==> config.mk <==
export PLATFORM = sky130hd
export DESIGN_NAME = ptc_divider
export DESIGN_NICKNAME = d
export VERILOG_FILES = /design/src/rtl/core/assert_macros.svh /design/src/rtl/core/ptc_pkg.sv /design/src/rtl/core/ptc_divider.sv
export SDC_FILE = /design/constraint.sdc
export NUM_CORES = 2
export LEC_CHECK = 0
export BUFFER_PORTS_ARGS = -buffer_cell sky130_fd_sc_hd__buf_2
export CORE_MARGIN = 2
export CORE_UTILIZATION = 35
export DETAILED_ROUTE_END_ITERATION = 10
export PLACE_DENSITY_LB_ADDON = 0.25
export SLEW_MARGIN = 25
export SYNTH_ARGS = -nofsm -noshare
export SYNTH_HDL_FRONTEND = slang
export SYNTH_SLANG_ARGS = --single-unit
==> constraint.sdc <==
create_clock -name aclk -period 5 [get_ports aclk]
set_clock_uncertainty 0.2 [all_clocks]
set_input_delay 1 -clock aclk [delete_from_list [all_inputs] [get_ports aclk]]
set_output_delay 1 -clock aclk [all_outputs]
set_load 0.005 [all_outputs]
==> src/rtl/core/assert_macros.svh <==
// ----------------------------------------------------------------------------
// assertion macros
// shared concurrent assertion helpers for the rtl
// ----------------------------------------------------------------------------
`ifndef ASSERT_MACROS_SVH
`define ASSERT_MACROS_SVH
`ifndef SYNTHESIS
`define ASSERT_IMPL(label, clk, rstn, prop) \
    label: assert property (@(posedge clk) disable iff (!rstn) prop) \
        else $error("assertion failed");
`define ASSERT_NEXT(label, clk, rstn, pre, post) \
    label: assert property (@(posedge clk) disable iff (!rstn) pre |=> post) \
        else $error("assertion failed");
`else
`define ASSERT_IMPL(label, clk, rstn, prop)
`define ASSERT_NEXT(label, clk, rstn, pre, post)
`endif
`endif

==> src/rtl/core/ptc_pkg.sv <==
// ----------------------------------------------------------------------------
// ptc package
// shared constants and helpers for the compensation core
// ----------------------------------------------------------------------------
package ptc_pkg;
    localparam int unsigned NumStages  = 8;
    localparam int unsigned DivStages  = 32;
    localparam int unsigned PipeDepth  = NumStages + DivStages + 4;

    localparam logic [1:0] RegTemp      = 2'd0;
    localparam logic [1:0] RegPressLow  = 2'd1;
    localparam logic [1:0] RegPressHigh = 2'd2;
    localparam logic [1:0] RegPressNine = 2'd3;

    function automatic logic [31:0] sx16(input logic [15:0] v);
        sx16 = {{16{v[15]}}, v};
    endfunction

    function automatic logic [31:0] asr(input logic [31:0] x, input int unsigned n);
        asr = 32'($signed(x) >>> n);
    endfunction

    function automatic logic [31:0] mul32(input logic [31:0] a, input logic [31:0] b);
        logic [63:0] prod;
        prod = 64'(a) * 64'(b);
        mul32 = prod[31:0];
    endfunction
endpackage

==> src/rtl/core/ptc_divider.sv <==
// ----------------------------------------------------------------------------
// ptc divider
// pipelined 32-bit unsigned restoring divider, one quotient bit per stage
// ----------------------------------------------------------------------------
module ptc_divider (
    input  logic        aclk,
    input  logic        en,
    input  logic [31:0] num,
    input  logic [31:0] den,
    output logic [31:0] quo
);
    import ptc_pkg::*;

    for (genvar i = 0; i < DivStages; i++) begin : g_stage
        logic [31:0] rem_in, q_in, d_in;
        logic [31:0] rem_reg, q_reg, d_reg;
        logic [32:0] trial;
        logic [32:0] diff;
        if (i == 0) begin : g_first
            assign rem_in = '0;
            assign q_in   = num;
            assign d_in   = den;
        end else begin : g_next
            assign rem_in = g_stage[i-1].rem_reg;
            assign q_in   = g_stage[i-1].q_reg;
            assign d_in   = g_stage[i-1].d_reg;
        end
        always_comb begin
            trial = {rem_in, q_in[31]};
            diff  = trial - {1'b0, d_in};
        end
        always_ff @(posedge aclk) begin
            if (en) begin
                d_reg <= d_in;
                if (!diff[32]) begin
                    rem_reg <= diff[31:0];
                    q_reg   <= {q_in[30:0], 1'b1};
                end else begin
                    rem_reg <= trial[31:0];
                    q_reg   <= {q_in[30:0], 1'b0};
                end
            end
        end
    end

    assign quo = g_stage[DivStages-1].q_reg;
endmodule
==> impl_results.md <==
* Antenna Nets Post-Route at 0
* CTS tree: yes
* Multi-input logic area at approximately 57000 sq um
* Count leader, synth: edfxtp_1
* Wirelength per Cell at between 15 and 20 um
* Crit path DAT at 5.20 ns
* DRC errors left at 0
* Synth cell types at 101
* Placed Cells at 17500
* Number of global-route vias before repair at between 90000 and 100k
* H-tree Lvls at 5
* Post-Layout Cell Count at 18200
* Worst slew pin tran at 0.919 ns
* Synth area leaders: edfxtp_1 59%, ha_1 8.2%, mux2_2 5.7%
* Post-Synthesis Cell Area at 152000 sq um
* Layout fillers at 40300
* Core area at 432000 sq um
* All-layer global routing usage at between 10 and 15%
* First-pass GRT wire length at 467000 um
* Hold path cells at 1
* Final GP Congestion at 0.847
* Max Fclk at 210 MHz
* Worst-path clk slew at 0.06 ns
* Ys Warns at 0
* Die W at around 660 um
* Cell area after layout at 173000 sq um
* Root Driver: clkbuf_16
* Leak at between 60 and 70 nW
* I/O Pins at 98
* Worst path slowest cell: o31ai_1
* R2R Setup Slk at about 0.23 ns
* EDFF count, synth at 3008
* Finished Core Util at 40.1%
* Largest net degree at the start of global routing at roughly 150
* Peak supply drop at between 0.3 and 0.4 mV
* DR iter-0 viols at 4054
* Yosys reg bits at 3008
* Most instantiated cells after synthesis: 3008 x edfxtp_1, 1239 x inv_1, 993 x ha_1, 764 x a21oi_1, 764 x mux2_2
* Critical Path End Type: flip-flop
* Clk sink count at 3008
* Final max-slew violation count at 0
* Aggregate global routing overflow at 0
* # Max-Cap Violations at 0
* Final #Nets at 13300
* Max-Slew Margin vs Limit at between 30% and 40%
* WL final at around 290000 um
* Die ar. at 439000 sq um
* Fraction of layout cells with a size suffix above 1 at 13.7%
* PwrDens at 675 nW/um^2
* Final setup fails at 0
* Worst r2r dst: g_stage[4].rem_reg[20]
* Final hold violations at 0
* Antenna violations before repair at 2
* Ys flop type: edfxtp_1
* Fin crit share at between 90% and 100%
* Setup TNS at 0 ns
* WP data required at 5.43 ns
* HPWL Detailed at 208000 um
* Design Power at 117 mW
* Status: finished clean
* R2R cell count at 15
* Total CTS buffers at 350
* Layout area overhead at 13.9%
* FF/Latch Area at between 90000 and 100000 sq um
* Clock Tree Buf Depth at 4
* Hold Crit Start: den[0]
* Number of setup buffers added after CTS at 0
* Unrepaired setup endpoints after global routing: no
* Setup CP Type: reg2reg
* Initial Util at between 30% and 40%
* Synth async-reset ratio at 0%
* Die height at 663 um
* Worst path cell trace: ha_1, fa_1, nor2b_1, o31ai_1, a21oi_1, o211ai_1, a21boi_1, o31a_1, o41ai_1, buf_4, o31ai_1, a311oi_1, xnor2_2, buf_12, mux2_2
* DP Area at 162000 sq um
* Worst hold path type: in2reg
* Router iterations before antenna repair at 8
* Synth top area share at between 50% and 60%
* Worst path max stage delay at 0.42 ns
* Seq/Total Area, Yosys at 59.5%
* Routed vias/inst at approximately 5
* Worst-path fanout max at 33
* Worst skew pair latency at 0.95 ns
* Cells after Synth at 11600
* Start of the worst register-to-register path: g_stage[3].d_reg[0]
* Vias at 88500
* Mapped Avg Cell Area at 13.1 sq um
* Num rows at between 200 and 250
* I/O Buffers at 97
* Worst Hold End: g_stage[0].d_reg[0]
* CP Launch Type: flip-flop
* Final min period at 4.77 ns
* Yosys top cell by area: edfxtp_1
* Crit path top cell by count: o31ai_1
[how the worst max path moves through the flow]
stage / start / to / slack, ns / depth (start not counted)
global placement: g_stage[18].d_reg[0] / g_stage[19].rem_reg[2] / 0.1 / 17
CTS: g_stage[23].d_reg[0] / g_stage[24].rem_reg[17] / 0.07 / 14
finish: g_stage[3].d_reg[0] / g_stage[4].rem_reg[20] / 0.23 / 15
detailed placement: g_stage[18].d_reg[0] / g_stage[19].rem_reg[9] / 0.05 / 17
global route: g_stage[18].d_reg[0] / g_stage[19].rem_reg[26] / 0.004 / 17
floorplan: g_stage[22].d_reg[0] / g_stage[23].rem_reg[25] / 0.78 / 14
[cell usage in the layout (no fill, tap or decap), drive strengths merged, types with 27 or more instances in the layout]
master and instances:
edfxtp 3008, nor2b 132, o21ai 462, buf 335, o21a 154, a211oi 74
a21oi 764, ha 993, inv 1256, clkbuf 433, or3 31, o211ai 50
nor2 517, nand4 76, nand2 449, dlygate4sd3 45, bufinv 27, mux2 792
and3 87, mux2i 91, xor2 249, a21o 487, clkinv 137, nor3 95
and2 35, nand2b 121, xnor2 540, o21bai 95, nand3 185, fa 30
a21boi 40, a31oi 99, o31ai 63
[area by class of cell]
class	count	area share, %
inverters	1239	2.69
diodes	3	0.00434
flip-flops and latches	3008	52.2
clock inverters	193	1.07
well taps	5710	4.13
clock buffers	433	5.28
multi-input cells	7194	32.7
repair buffers	380	1.95
[worst max-delay path: cells and delay by family (launching register included)]
family | cells | cell delay, ns
compound gates | 8 | 2.10
fa+ha+maj | 2 | 0.63
flops | 1 | 0.39
buf+inv | 2 | 0.39
mux | 1 | 0.36
xor+xnor | 1 | 0.21
simple gates | 1 | 0.18
[report_power, final]
part           internal, mW  switching [mW]
Combinational          26.0            26.3
Clock                  14.4            10.3
Sequential             36.8            3.08
[stage by stage]
step | worst slack, ns | hold WS, ns
detailed placement | 0.0498 | 0.205
finish | 0.230 | 0.0854
floorplan | 0.780 | 0.200
global route | 0.00435 | 0.0373
global placement | 0.0965 | 0.200
CTS | 0.0744 | 0.000104
[cell families (layout without fill, tap and decap cells)]
| group | after synthesis | in the layout | share of synthesized area, % |
|---|---|---|---|
| adder cells (fa/ha/maj) | 1023 | 1023 | 8.58 |
| flip-flops | 3008 | 3008 | 59.5 |
| AND/OR/NAND/NOR | 1864 | 1864 | 5.99 |
| other | 1 | 18 | 0.00247 |
| XOR/XNOR | 789 | 789 | 4.56 |
| AO/OA/AOI/OAI | 2620 | 2620 | 11.3 |
| buffers and inverters | 1415 | 2245 | 3.57 |
| multiplexers | 883 | 883 | 6.54 |
[routing by layer]
metal,part of all wire (%),global-route usage (%)
met2,55,25.7
met1,37,12.8
met3,2.6,1.57
met5,0,0
met4,5.2,6.27
[timing repair]
item | CTS | global route
endpoints found under the hold margin | 45 | 0
hold buffers | 45 | 0
pin swaps | 0 | 0
gates resized for setup | 1 | 6
endpoints found under the setup margin | 1 | 115
No activity file was read; power rests on OpenSTA's default activity.
